[src/rtl/core/bfrg_pkg.sv]
// ----------------------------------------------------------------------------
// bfrg_pkg
// Shared types, codes and constants of the five-byte float random generator.
// ----------------------------------------------------------------------------
package bfrg_pkg;

  typedef struct packed {
    logic [1:0]  op;
    logic [7:0]  seed_exponent;
    logic [30:0] seed_fraction;
  } in_item_t;

  typedef struct packed {
    logic [7:0]  result_exponent;
    logic [30:0] result_fraction;
  } out_item_t;

  typedef enum logic [1:0] {
    OP_ADVANCE = 2'd0,
    OP_RESEED  = 2'd1,
    OP_READ    = 2'd2
  } op_t;

  typedef enum logic [3:0] {
    S_IDLE,
    S_MUL_BYTE,
    S_MUL_BIT,
    S_MUL_NORM,
    S_ADD_ALIGN,
    S_ADD_SUM,
    S_ADD_NORM,
    S_SCR_LOAD,
    S_SCR_NORM,
    S_SCR_ROUND,
    S_DONE
  } state_t;

  typedef struct packed {
    logic mul_init;
    logic scr_seed;
    logic mul_skip;
    logic mul_bit;
    logic norm_step;
    logic add_align;
    logic add_sum;
    logic scr_load;
    logic scr_round;
    logic out_load;
  } cmd_t;

  typedef struct packed {
    logic byte_zero;
    logic byte_last;
    logic bit_last;
    logic norm_done;
    logic sum_done;
    logic out_free;
  } sts_t;

  localparam logic [8:0]        MUL_EXP_ADJ = 9'd24;
  localparam logic [8:0]        EXP_MAX     = 9'd255;
  localparam logic [31:0]       MUL_MANT    = 32'hB544_7A00;
  localparam logic [7:0]        ADD_EXP     = 8'h68;
  localparam logic [31:0]       ADD_MANT    = 32'hA8B1_4600;
  localparam logic [8:0]        EXP_BIAS    = 9'd128;
  localparam logic signed [9:0] ALIGN_LIM   = 10'sd64;

endpackage

[src/rtl/core/bfrg_ctrl.sv]
// ----------------------------------------------------------------------------
// bfrg_ctrl
// Sequencer: steps the datapath through multiply, add, scramble, round and output.
// ----------------------------------------------------------------------------
module bfrg_ctrl (
  input  logic          clk,
  input  logic          rst_n,
  input  logic          in_valid,
  input  logic [1:0]    in_op,
  output logic          in_stall,
  input  bfrg_pkg::sts_t sts,
  output bfrg_pkg::cmd_t cmd
);
  import bfrg_pkg::*;

  state_t state_r;
  state_t state_nxt;
  logic   accept;

  assign accept = in_valid && (state_r == S_IDLE);

  always_ff @(posedge clk) begin
    if (!rst_n) begin
      state_r <= S_IDLE;
    end else begin
      state_r <= state_nxt;
    end
  end

  always_comb begin
    state_nxt = state_r;
    unique case (state_r)
      S_IDLE: begin
        if (accept) begin
          unique case (in_op)
            OP_ADVANCE: state_nxt = S_MUL_BYTE;
            OP_RESEED:  state_nxt = S_SCR_NORM;
            OP_READ:    state_nxt = S_DONE;
            default:    state_nxt = S_DONE;
          endcase
        end
      end
      S_MUL_BYTE: begin
        if (sts.byte_zero && !sts.byte_last) begin
          state_nxt = S_MUL_BYTE;
        end else begin
          state_nxt = S_MUL_BIT;
        end
      end
      S_MUL_BIT: begin
        if (sts.bit_last) begin
          state_nxt = sts.byte_last ? S_MUL_NORM : S_MUL_BYTE;
        end
      end
      S_MUL_NORM: begin
        if (sts.norm_done) begin
          state_nxt = S_ADD_ALIGN;
        end
      end
      S_ADD_ALIGN: state_nxt = S_ADD_SUM;
      S_ADD_SUM:   state_nxt = S_ADD_NORM;
      S_ADD_NORM: begin
        if (sts.sum_done) begin
          state_nxt = S_SCR_LOAD;
        end
      end
      S_SCR_LOAD: state_nxt = S_SCR_NORM;
      S_SCR_NORM: begin
        if (sts.norm_done) begin
          state_nxt = S_SCR_ROUND;
        end
      end
      S_SCR_ROUND: state_nxt = S_DONE;
      S_DONE: begin
        if (sts.out_free) begin
          state_nxt = S_IDLE;
        end
      end
      default: state_nxt = S_IDLE;
    endcase
  end

  always_comb begin
    cmd      = '0;
    in_stall = (state_r != S_IDLE);
    unique case (state_r)
      S_IDLE: begin
        cmd.mul_init = accept && (in_op == OP_ADVANCE);
        cmd.scr_seed = accept && (in_op == OP_RESEED);
      end
      S_MUL_BYTE: cmd.mul_skip  = sts.byte_zero && !sts.byte_last;
      S_MUL_BIT:  cmd.mul_bit   = 1'b1;
      S_MUL_NORM: cmd.norm_step = !sts.norm_done;
      S_ADD_ALIGN: cmd.add_align = 1'b1;
      S_ADD_SUM:  cmd.add_sum   = 1'b1;
      S_ADD_NORM: cmd.norm_step = !sts.sum_done;
      S_SCR_LOAD: cmd.scr_load  = 1'b1;
      S_SCR_NORM: cmd.norm_step = !sts.norm_done;
      S_SCR_ROUND: cmd.scr_round = 1'b1;
      S_DONE:     cmd.out_load  = sts.out_free;
      default:    cmd = '0;
    endcase
  end

endmodule

[src/rtl/core/bfrg_datapath.sv]
// ----------------------------------------------------------------------------
// bfrg_datapath
// Seed register, 40-bit accumulator, exponent and multiplier shift registers,
// output register.
// ----------------------------------------------------------------------------
module bfrg_datapath (
  input  logic                clk,
  input  logic                rst_n,
  input  bfrg_pkg::in_item_t  in_data,
  input  logic                out_stall,
  output logic                out_valid,
  output bfrg_pkg::out_item_t out_data,
  input  bfrg_pkg::cmd_t      cmd,
  output bfrg_pkg::sts_t      sts
);
  import bfrg_pkg::*;

  logic [7:0]  seed_exp_r, seed_exp_nxt;
  logic [30:0] seed_frac_r, seed_frac_nxt;
  logic [39:0] acc_r, acc_nxt;
  logic [39:0] addend_r, addend_nxt;
  logic [8:0]  exp_r, exp_nxt;
  logic [31:0] mplr_r, mplr_nxt;
  logic [2:0]  bit_cnt_r, bit_cnt_nxt;
  logic [1:0]  byte_cnt_r, byte_cnt_nxt;
  logic        carry_r, carry_nxt;
  logic        out_valid_r, out_valid_nxt;
  out_item_t   out_data_r, out_data_nxt;

  logic [8:0]        mul_exp_sum;
  logic [32:0]       mul_sum;
  logic [40:0]       mul_add;
  logic signed [9:0] diff;
  logic signed [9:0] neg_diff;
  logic [39:0]       m1;
  logic [39:0]       m2;
  logic [40:0]       sum;
  logic              sum_zero;
  logic [32:0]       rnd;
  logic [30:0]       seed_man_in;
  logic [30:0]       add_man;
  logic [7:0]        add_exp;

  function automatic logic [39:0] scramble_word(input logic [7:0] ex,
                                                input logic [30:0] man);
    logic [31:0] m;
    m = {1'b1, man};
    return {m[7:0], m[15:8], m[23:16], m[31:24], ex};
  endfunction

  assign mul_exp_sum = {1'b0, seed_exp_r} + MUL_EXP_ADJ;
  assign mul_sum     = {1'b0, acc_r[39:8]} + {1'b0, MUL_MANT};
  assign mul_add     = {mul_sum, acc_r[7:0]};
  assign diff        = $signed({2'b00, exp_r[7:0]}) - $signed({2'b00, ADD_EXP});
  assign neg_diff    = -diff;
  assign m1          = {1'b1, acc_r[38:0]};
  assign m2          = {ADD_MANT, 8'h00};
  assign sum         = {1'b0, acc_r} + {1'b0, addend_r};
  assign sum_zero    = (exp_r == '0) || exp_r[8] || (acc_r[39:8] == '0);
  assign add_man     = sum_zero ? '0 : acc_r[38:8];
  assign add_exp     = sum_zero ? '0 : exp_r[7:0];
  assign rnd         = {1'b0, acc_r[39:8]} + {32'd0, acc_r[7]};
  assign seed_man_in = (in_data.seed_exponent == '0) ? '0 : in_data.seed_fraction;

  always_comb begin
    seed_exp_nxt  = seed_exp_r;
    seed_frac_nxt = seed_frac_r;
    acc_nxt       = acc_r;
    addend_nxt    = addend_r;
    exp_nxt       = exp_r;
    mplr_nxt      = mplr_r;
    bit_cnt_nxt   = bit_cnt_r;
    byte_cnt_nxt  = byte_cnt_r;
    carry_nxt     = carry_r;
    out_valid_nxt = out_valid_r && out_stall;
    out_data_nxt  = out_data_r;

    if (cmd.mul_init) begin
      if (seed_exp_r == '0) begin
        exp_nxt = '0;
      end else begin
        exp_nxt = (mul_exp_sum > EXP_MAX) ? EXP_MAX : mul_exp_sum;
      end
      acc_nxt      = '0;
      mplr_nxt     = {1'b1, seed_frac_r};
      bit_cnt_nxt  = '0;
      byte_cnt_nxt = '0;
      carry_nxt    = 1'b0;
    end

    if (cmd.mul_skip) begin
      acc_nxt      = carry_r ? (acc_r >> 8) : (acc_r >> 9);
      carry_nxt    = 1'b0;
      mplr_nxt     = mplr_r >> 8;
      byte_cnt_nxt = byte_cnt_r + 2'd1;
    end

    if (cmd.mul_bit) begin
      acc_nxt     = mplr_r[0] ? mul_add[40:1] : (acc_r >> 1);
      mplr_nxt    = mplr_r >> 1;
      bit_cnt_nxt = bit_cnt_r + 3'd1;
      if (bit_cnt_r == 3'd7) begin
        carry_nxt    = 1'b1;
        byte_cnt_nxt = byte_cnt_r + 2'd1;
      end
    end

    if (cmd.norm_step) begin
      acc_nxt = {acc_r[38:0], 1'b0};
      exp_nxt = exp_r - 9'd1;
    end

    if (cmd.add_align) begin
      if ((exp_r == '0) || (diff < -ALIGN_LIM)) begin
        acc_nxt    = m2;
        addend_nxt = '0;
        exp_nxt    = {1'b0, ADD_EXP};
      end else if (diff > ALIGN_LIM) begin
        acc_nxt    = m1;
        addend_nxt = '0;
      end else if (diff > 10'sd0) begin
        acc_nxt    = m1;
        addend_nxt = m2 >> diff[6:0];
      end else if (diff < 10'sd0) begin
        acc_nxt    = m1 >> neg_diff[6:0];
        addend_nxt = m2;
        exp_nxt    = {1'b0, ADD_EXP};
      end else begin
        acc_nxt    = m1;
        addend_nxt = m2;
      end
    end

    if (cmd.add_sum) begin
      if (sum[40]) begin
        acc_nxt = sum[40:1];
        exp_nxt = exp_r + 9'd1;
      end else begin
        acc_nxt = sum[39:0];
      end
    end

    if (cmd.scr_load) begin
      acc_nxt = scramble_word(add_exp, add_man);
      exp_nxt = EXP_BIAS;
    end

    if (cmd.scr_seed) begin
      acc_nxt = scramble_word(in_data.seed_exponent, seed_man_in);
      exp_nxt = EXP_BIAS;
    end

    if (cmd.scr_round) begin
      if (exp_r == '0) begin
        seed_exp_nxt  = '0;
        seed_frac_nxt = '0;
      end else if (rnd[32]) begin
        seed_exp_nxt  = exp_r[7:0] + 8'd1;
        seed_frac_nxt = '0;
      end else begin
        seed_exp_nxt  = exp_r[7:0];
        seed_frac_nxt = rnd[30:0];
      end
    end

    if (cmd.out_load) begin
      out_valid_nxt                = 1'b1;
      out_data_nxt.result_exponent = seed_exp_r;
      out_data_nxt.result_fraction = (seed_exp_r == '0) ? '0 : seed_frac_r;
    end
  end

  always_ff @(posedge clk) begin
    if (!rst_n) begin
      seed_exp_r  <= '0;
      seed_frac_r <= '0;
      out_valid_r <= 1'b0;
    end else begin
      seed_exp_r  <= seed_exp_nxt;
      seed_frac_r <= seed_frac_nxt;
      out_valid_r <= out_valid_nxt;
    end
  end

  always_ff @(posedge clk) begin
    acc_r      <= acc_nxt;
    addend_r   <= addend_nxt;
    exp_r      <= exp_nxt;
    mplr_r     <= mplr_nxt;
    bit_cnt_r  <= bit_cnt_nxt;
    byte_cnt_r <= byte_cnt_nxt;
    carry_r    <= carry_nxt;
    out_data_r <= out_data_nxt;
  end

  assign sts.byte_zero = (mplr_r[7:0] == '0);
  assign sts.byte_last = (byte_cnt_r == 2'd3);
  assign sts.bit_last  = (bit_cnt_r == 3'd7);
  assign sts.norm_done = (exp_r == '0) || acc_r[39];
  assign sts.sum_done  = (exp_r == '0) || acc_r[39] || (acc_r[39:8] == '0);
  assign sts.out_free  = !out_valid_r || !out_stall;

  assign out_valid = out_valid_r;
  assign out_data  = out_data_r;

endmodule

[src/rtl/core/basic_float_rnd_generator.sv]
// ----------------------------------------------------------------------------
// basic_float_rnd_generator
// Random generator on a five-byte binary float seed (advance, reseed, read).
// ----------------------------------------------------------------------------
// One item at a time: in_stall is high from the transfer of an item until its
// result is loaded into the output register, which then waits for the sink
// while the next item is taken; a result still waiting there holds the next
// one back for as long as the sink stalls. Read goes straight to the output
// load; reseed loads the scrambled seed, normalizes it (up to 24 shifts) and
// rounds it. Advance runs through a single 40-bit accumulator: after the
// transfer each multiplier byte is checked, a zero byte is skipped in one shift
// and a nonzero byte is added and shifted bit by bit; then come the product
// normalize, alignment, sum, sum normalize, scramble load, scramble normalize
// (up to 24 shifts), rounding and output load. The accumulator shifts one bit
// per cycle while multiplying a nonzero byte or normalizing.
module basic_float_rnd_generator (
  input  logic                clk,
  input  logic                rst_n,
  input  logic                in_valid,
  output logic                in_stall,
  input  bfrg_pkg::in_item_t  in_data,
  output logic                out_valid,
  input  logic                out_stall,
  output bfrg_pkg::out_item_t out_data
);
  import bfrg_pkg::*;

  cmd_t cmd;
  sts_t sts;

  bfrg_ctrl u_ctrl (
    .clk      (clk),
    .rst_n    (rst_n),
    .in_valid (in_valid),
    .in_op    (in_data.op),
    .in_stall (in_stall),
    .sts      (sts),
    .cmd      (cmd)
  );

  bfrg_datapath u_dp (
    .clk       (clk),
    .rst_n     (rst_n),
    .in_data   (in_data),
    .out_stall (out_stall),
    .out_valid (out_valid),
    .out_data  (out_data),
    .cmd       (cmd),
    .sts       (sts)
  );

endmodule

[config.mk]
export PLATFORM = sky130hd
export DESIGN_NAME = basic_float_rnd_generator
export DESIGN_NICKNAME = d
export VERILOG_FILES = /design/src/rtl/core/bfrg_pkg.sv /design/src/rtl/core/bfrg_ctrl.sv /design/src/rtl/core/bfrg_datapath.sv /design/src/rtl/core/basic_float_rnd_generator.sv
export SDC_FILE = /design/constraint.sdc
export NUM_CORES = 1
export LEC_CHECK = 0
export BUFFER_PORTS_ARGS = -buffer_cell sky130_fd_sc_hd__clkbuf_2
export CAP_MARGIN = 20
export CORE_AREA = 2 2 272 274
export CTS_CLUSTER_DIAMETER = 150
export DETAILED_ROUTE_END_ITERATION = 10
export DIE_AREA = 0 0 274 276
export GPL_ROUTABILITY_DRIVEN = 0
export MAX_ROUTING_LAYER = met4
export REMOVE_ABC_BUFFERS = 1
export SYNTH_ARGS = -nofsm -noshare
export SYNTH_HDL_FRONTEND = slang
export SYNTH_SLANG_ARGS = --single-unit
[constraint.sdc]
create_clock -name clk -period 5.2 [get_ports clk]
set_clock_uncertainty 0.1 [all_clocks]
set_input_delay 0.78 -clock clk [delete_from_list [all_inputs] [get_ports clk]]
set_output_delay 0.78 -clock clk [all_outputs]
set_load 0.01 [all_outputs]
==> flow_summary.ini, run 1 <==
[run_status]
status = complete, no violations

[setup_path]
cp.required_ps = 5400
worstPathArrival_ps = 4730
r2r_cells = 10
r2r_slack_ps = 670
critPathTopFamily = simple AND/OR/NAND/NOR gates
slowest_delay_ps = 790
cp_num_buf_inv = 2
cp_num_cells = 10
crit_chain = buf_4 -> nor4_1 -> nand4_1 -> o311ai_1 -> a211oi_4 -> nor2_1 -> nand3_1 -> nor4_1 -> nor2_4 -> buf_4
cp-start-kind = flop
cp-end-kind = flop
worstSetupPathType = reg2reg
r2r-end = u_dp.acc_r[28]
cp_max_fo = 19
r2r_start = u_dp.acc_r[33]
cp_slowest_cell = nor4_1

[synth]
syn_area_per_cell_um2 = 8.40
ys_warn_count = 0
yosysTopAreaCell = edfxtp_1
synth_top_area_share_pct = 25.3
synth_cell_types = 95
synthTopCellsByArea = edfxtp_1 (25%), dfxtp_1 (6.4%), a21oi_1 (5.2%)
yosysSeqAreaShare_pct = 31.7
ys_ff_latch = 210
synth_edf_count = 152
syn-instance-count = 2151
syn_area_um2 = 18100
async_flop_share_pct = 0
ys.flop_type = edfxtp_1

[sta]
fmax_mhz = 221
setup_viol = 0
drv_slew = 0
setup_ws_ps = 668
period_share_pct = 87.2
hold_viol_final = 0
grt_setup_unrepaired = false
tightest_slew_ps = 1160
slew_headroom_pct = 22.5
post-route-min-period_ps = 4530

[min_path]
hp-class = reg2reg
hold_path_depth = 2
whs_endpoint = u_dp.byte_cnt_r[1]
min-delay-start = u_dp.byte_cnt_r[1]

[final_layout]
drive_above_1_share_pct = 13.8
layout_common_cells = nand2_1 (216), nor2_1 (202), a21oi_1 (185)
finish.utilization_pct = 28.3
synthToLayoutAreaGrowth_pct = 13.7
stdcell_count = 3136
layout_commonest_cell = nand2_1
nets = 2260
fin_area_um2 = 20500
antennaDiodeCount = 0

[routing]
routed_wl_um = 70600
ant_nets = 0
wire_per_inst_um = 22.5
firstDrtPassIters = 7
vias = 17784
initialDrtViolationCount = 2435
viasPerCell = 5.67
drc_errors = 0

[global_routing]
first_global_vias = 16641
gr-total-overflow = 0
grt_pass1_wl_um = 106000
grt_max_degree = 68
antenna_found_initial = 0
grt_usage_pct = 18.6

[clocking]
hold_buffers = 0
clk_latency_ps = 570
cts-buffers-inserted = 27
cts_tree = done
clock_sinks = 210
cts.clk_slew.worst_paths_ps = 60
cts_setup_buffers = 0
cts_resized = 0
root_buffer = clkbuf_16
clockBufferDepth = 3
cts.htree.levels = 1

[power]
power_leakage_nw = 7.38
vdd_drop_max_mv = 0.324
p_per_area_nw_per_um2 = 764

[placed_design]
place_worst_setup_slack_ps = 880
dp_hpwl_um = 52500
placed_cells = 3083
placed_area_um2 = 19500
portBuffers = 85

[die]
core_area_um2 = 72600
fp.dieW_um = 274
pin_count = 86
start_util_pct = 24.9
die_h_um = 276
rows = 99
dieArea_um2 = 75600

[flow_run]
max_cap_viol_count = 0
==> logic make-up (layout without fill, tap and decap cells) <==
| logic type | count (synthesis) | after routing | share of synthesized area [%] |
|---|---|---|---|
| simple gates | 737 | 737 | 19.7 |
| compound gates | 691 | 691 | 24.8 |
| mux | 123 | 123 | 9.06 |
| fa+ha+maj | 59 | 59 | 4.13 |
| flops | 210 | 210 | 31.7 |
| xor+xnor | 104 | 104 | 5.04 |
| buf+inv | 227 | 253 | 5.54 |
==> area by class of cell <==
cell class | count | area, um^2
clock buffers | 33 | 728
clock inverters | 17 | 256
fillers | 7830 | 52100
inverters | 42 | 158
multi-input cells | 1714 | 11400
flip-flops and latches | 210 | 5730
well taps | 959 | 1200
repair buffers | 161 | 1040
==> power by group <==
group	switching (mW)	internal [mW]
registers	0.709	2.42
clock network	0.795	1.30
logic	6.76	3.70
==> registers in the layout (all words and copies together) (netlist names), 3 cells and up <==
name,flops
u_dp.acc_r,40
u_dp.addend_r,40
u_dp.out_data,39
u_dp.mplr_r,32
u_dp.seed_frac_r,31
u_dp.exp_r,9
u_dp.seed_exp_r,8
u_ctrl.state_r,4
u_dp.bit_cnt_r,3
==> how the worst max path moves through the flow <==
stage	startpoint	to
global route	u_dp.acc_r[33]	u_dp.acc_r[28]
finish	u_dp.acc_r[33]	u_dp.acc_r[28]
detailed placement	u_dp.acc_r[33]	u_dp.acc_r[29]
CTS	u_dp.acc_r[33]	u_dp.acc_r[29]
floorplan	u_dp.exp_r[0]	u_dp.acc_r[10]
global placement	u_dp.acc_r[33]	u_dp.acc_r[34]
==> metal layers <==
metal  GRT usage (%)  wire length [um]  part of all wire, %  vias to the layer above
met4            8.10              3670                  5.2                        0
met3            3.32              7020                   10                      195
li1                -                 -                    -                     8084
met1            24.5             29000                   41                     8475
met2            27.6             30900                   44                     1030
met5               -                 0                    0                        -
==> cell usage after synthesis (5+ instances only) <==
cell      instances
nand2_1         217
nor2_1          204
a21oi_1         187
o21ai_0         153
edfxtp_1        152
clkbuf_1        118
mux2i_1          78
xnor2_1          69
nand3_1          66
dfxtp_1          58
ha_1             58
nor2b_1          51
a22oi_1          49
and2_1           47
inv_1            39
a221oi_1         37
xor2_1           35
a211oi_1         33
buf_2            33
mux4_2           31
o22ai_1          30
nor3_1           28
a31oi_1          27
and3_1           25
o211ai_1         24
nor4_1           21
buf_1            19
o221ai_1         19
a21o_1           18
a221o_1          15
mux2_2           14
nand4_1          14
o31ai_1          14
nand2b_1         12
o21ai_1           9
a21boi_0          8
or3_1             8
a211o_1           7
clkbuf_8          7
nand3b_1          7
a311oi_1          6
o21a_1            5
==> per-stage QoR <==
step                      hold slack [ps]  power (mW)  TNS, ps
final                                 385        15.7        0
after global routing                  420        16.5        0
after CTS                             384        15.2        0
after detailed placement              371        13.1        0
after global placement                362        13.1        0
after floorplan                       348        9.61  -112590
==> worst register-to-register path, cell delays in order, from the launching register on <==
cell,delay [ps]
edfxtp_1,470
buf_4,250
nor4_1,530
nand4_1,370
o311ai_1,480
a211oi_4,120
nor2_1,300
nand3_1,220
nor4_1,790
nor2_4,300
buf_4,330
No activity file was read; power rests on OpenSTA's default activity.
==> inputs of run 2 (changes only) <==
PLACE_DENSITY_LB_ADDON = 0.1   (was default)
==> run 2 against run 1 <==
  * Setup slack better by 360 ps
  * Combinational power grew 6%
  * Via count is 0.97% lower
  * Power up 1.7%
  * Largest cell class unchanged
==> flow_summary.ini, run 2 (synthesized netlist as in run 1, its figures left out) <==
[global_routing]
first_global_vias = 17429
gr-total-overflow = 0
grt_max_degree = 68
grt_util_met1_pct = 28.2
antenna_found_initial = 0
met2_usage_pct = 35.1
grt_usage_pct = 21.9
gr-usage-met3_pct = 1.95
grt_pass1_wl_um = 121000
top_usage_layer = met2

[power]
p_per_area_nw_per_um2 = 777
pwr-share-seq_pct = 18.8
vdd_drop_max_mv = 0.314
power_leakage_nw = 7.41
cellInternalPower_mw = 7.21
p_sw_mw = 8.73
switching_share_pct = 54.8
power_frac_clock_pct = 11.9
p_comb_share_pct = 69.4

[final_layout]
drive_above_1_share_pct = 14.3
layout_commonest_cell = nand2_1
nFillCells = 7871
stdcell_count = 3152
finish.utilization_pct = 28.3
layout_common_cells = nand2_1 (216), nor2_1 (202), a21oi_1 (185)
synthToLayoutAreaGrowth_pct = 13.6
antennaDiodeCount = 0
nets = 2276

[setup_path]
r2r-end = u_dp.acc_r[31]
worstSetupPathType = reg2reg
r2r_start = u_dp.acc_r[24]
cp_max_fo = 30
cp-start-kind = flop
cp.required_ps = 5430
r2r_slack_ps = 1030
startpoint = u_dp.acc_r[24]
worstPathArrival_ps = 4400
cp-end-kind = flop
r2r_cells = 10

[sta]
period_share_pct = 80.2
setup_ws_ps = 1030
tightest_slew_ps = 1150
post-route-min-period_ps = 4170
slew_headroom_pct = 23.6
hold_viol_final = 0
setup_tns_ps = 0
drv_slew = 0
grt_setup_unrepaired = false
hold-worst-slack_ps = 376
setup_viol = 0
fmax_mhz = 240

[run_status]
status = complete, no violations

[die]
dieArea_um2 = 75600
core_area_um2 = 72600
start_util_pct = 24.9
die_h_um = 276
fp.dieW_um = 274
rows = 99
pin_count = 86

[routing]
drc_errors = 0
ant_nets = 0
routed_wl_um = 82200
vias = 17611
wire_per_inst_um = 26.1
initialDrtViolationCount = 1460
viasPerCell = 5.59
firstDrtPassIters = 8

[min_path]
hold_path_depth = 3
min-delay-start = in_data[13]
whs_endpoint = u_dp.acc_r[29]
hp-class = in2reg

[clocking]
hold_buffers = 0
clockBufferDepth = 3
cts_tree = done
root_buffer = clkbuf_16
cts.htree.levels = 1
cts.clk_slew.worst_paths_ps = 60
cts-buffers-inserted = 27
clock_sinks = 210
cts_setup_buffers = 0
cts_resized = 0
clk_latency_ps = 590

[placed_design]
place_worst_setup_slack_ps = 1080
dp_hpwl_um = 62000
placed_cells = 3101
portBuffers = 85

[flow_run]
max_cap_viol_count = 0
[run 2: how the worst max path moves through the flow]
stage                           endpoint  slack (ps)  cells past startpoint
after CTS                 u_dp.acc_r[38]        1080                     10
after global routing      u_dp.acc_r[31]         740                     12
after detailed placement  u_dp.acc_r[14]        1080                     10
after floorplan           u_dp.acc_r[10]       -2140                      9
final                     u_dp.acc_r[31]        1030                     10
after global placement    u_dp.acc_r[33]        1030                      9
[run 2: through the flow]
stage | power, mW | instance area [um^2]
floorplan | 9.61 | 17200
global placement | 13.9 | 19600
detailed placement | 13.9 | 19600
CTS | 15.8 | 20500
global route | 16.9 | 20500
finish | 15.9 | 20500
[run 2: layout make-up]
cell class | instances | area (um^2) | share of cell area, %
multi-input combinational | 1714 | 11400 | 55.7
sequential | 210 | 5730 | 27.9
tap | 959 | 1200 | 5.85
timing repair buffer | 177 | 1130 | 5.50
clock buffer | 33 | 722 | 3.52
inverter | 42 | 158 | 0.769
clock inverter | 17 | 148 | 0.720
[run 2: layer usage]
layer  vias to the layer above  part of all wire (%)
li1                       8119                     -
met1                      8610                    43
met2                       720                    47
met3                       162                   5.8
met4                         0                   4.5
met5                         -                     0
[run 2: critical path: stages (launching register included)]
cell	delay (ps)
edfxtp_1	450
buf_4	250
nor4_1	530
nand4_1	320
o311ai_1	470
a211oi_4	120
nor2_1	320
nand3_1	240
nor4_1	670
nor2_4	170
buf_12	220
[run 2: power groups by stage]
stage	combinational (mW)	sequential, mW	clock, mW
2_1_floorplan	6.41	3.20	0
3_3_place_gp	10.9	3.01	0
3_5_place_dp	10.9	3.00	0
4_1_cts	10.9	2.97	1.95
5_1_grt	11.8	3.03	2.01
6_report	11.1	2.99	1.89
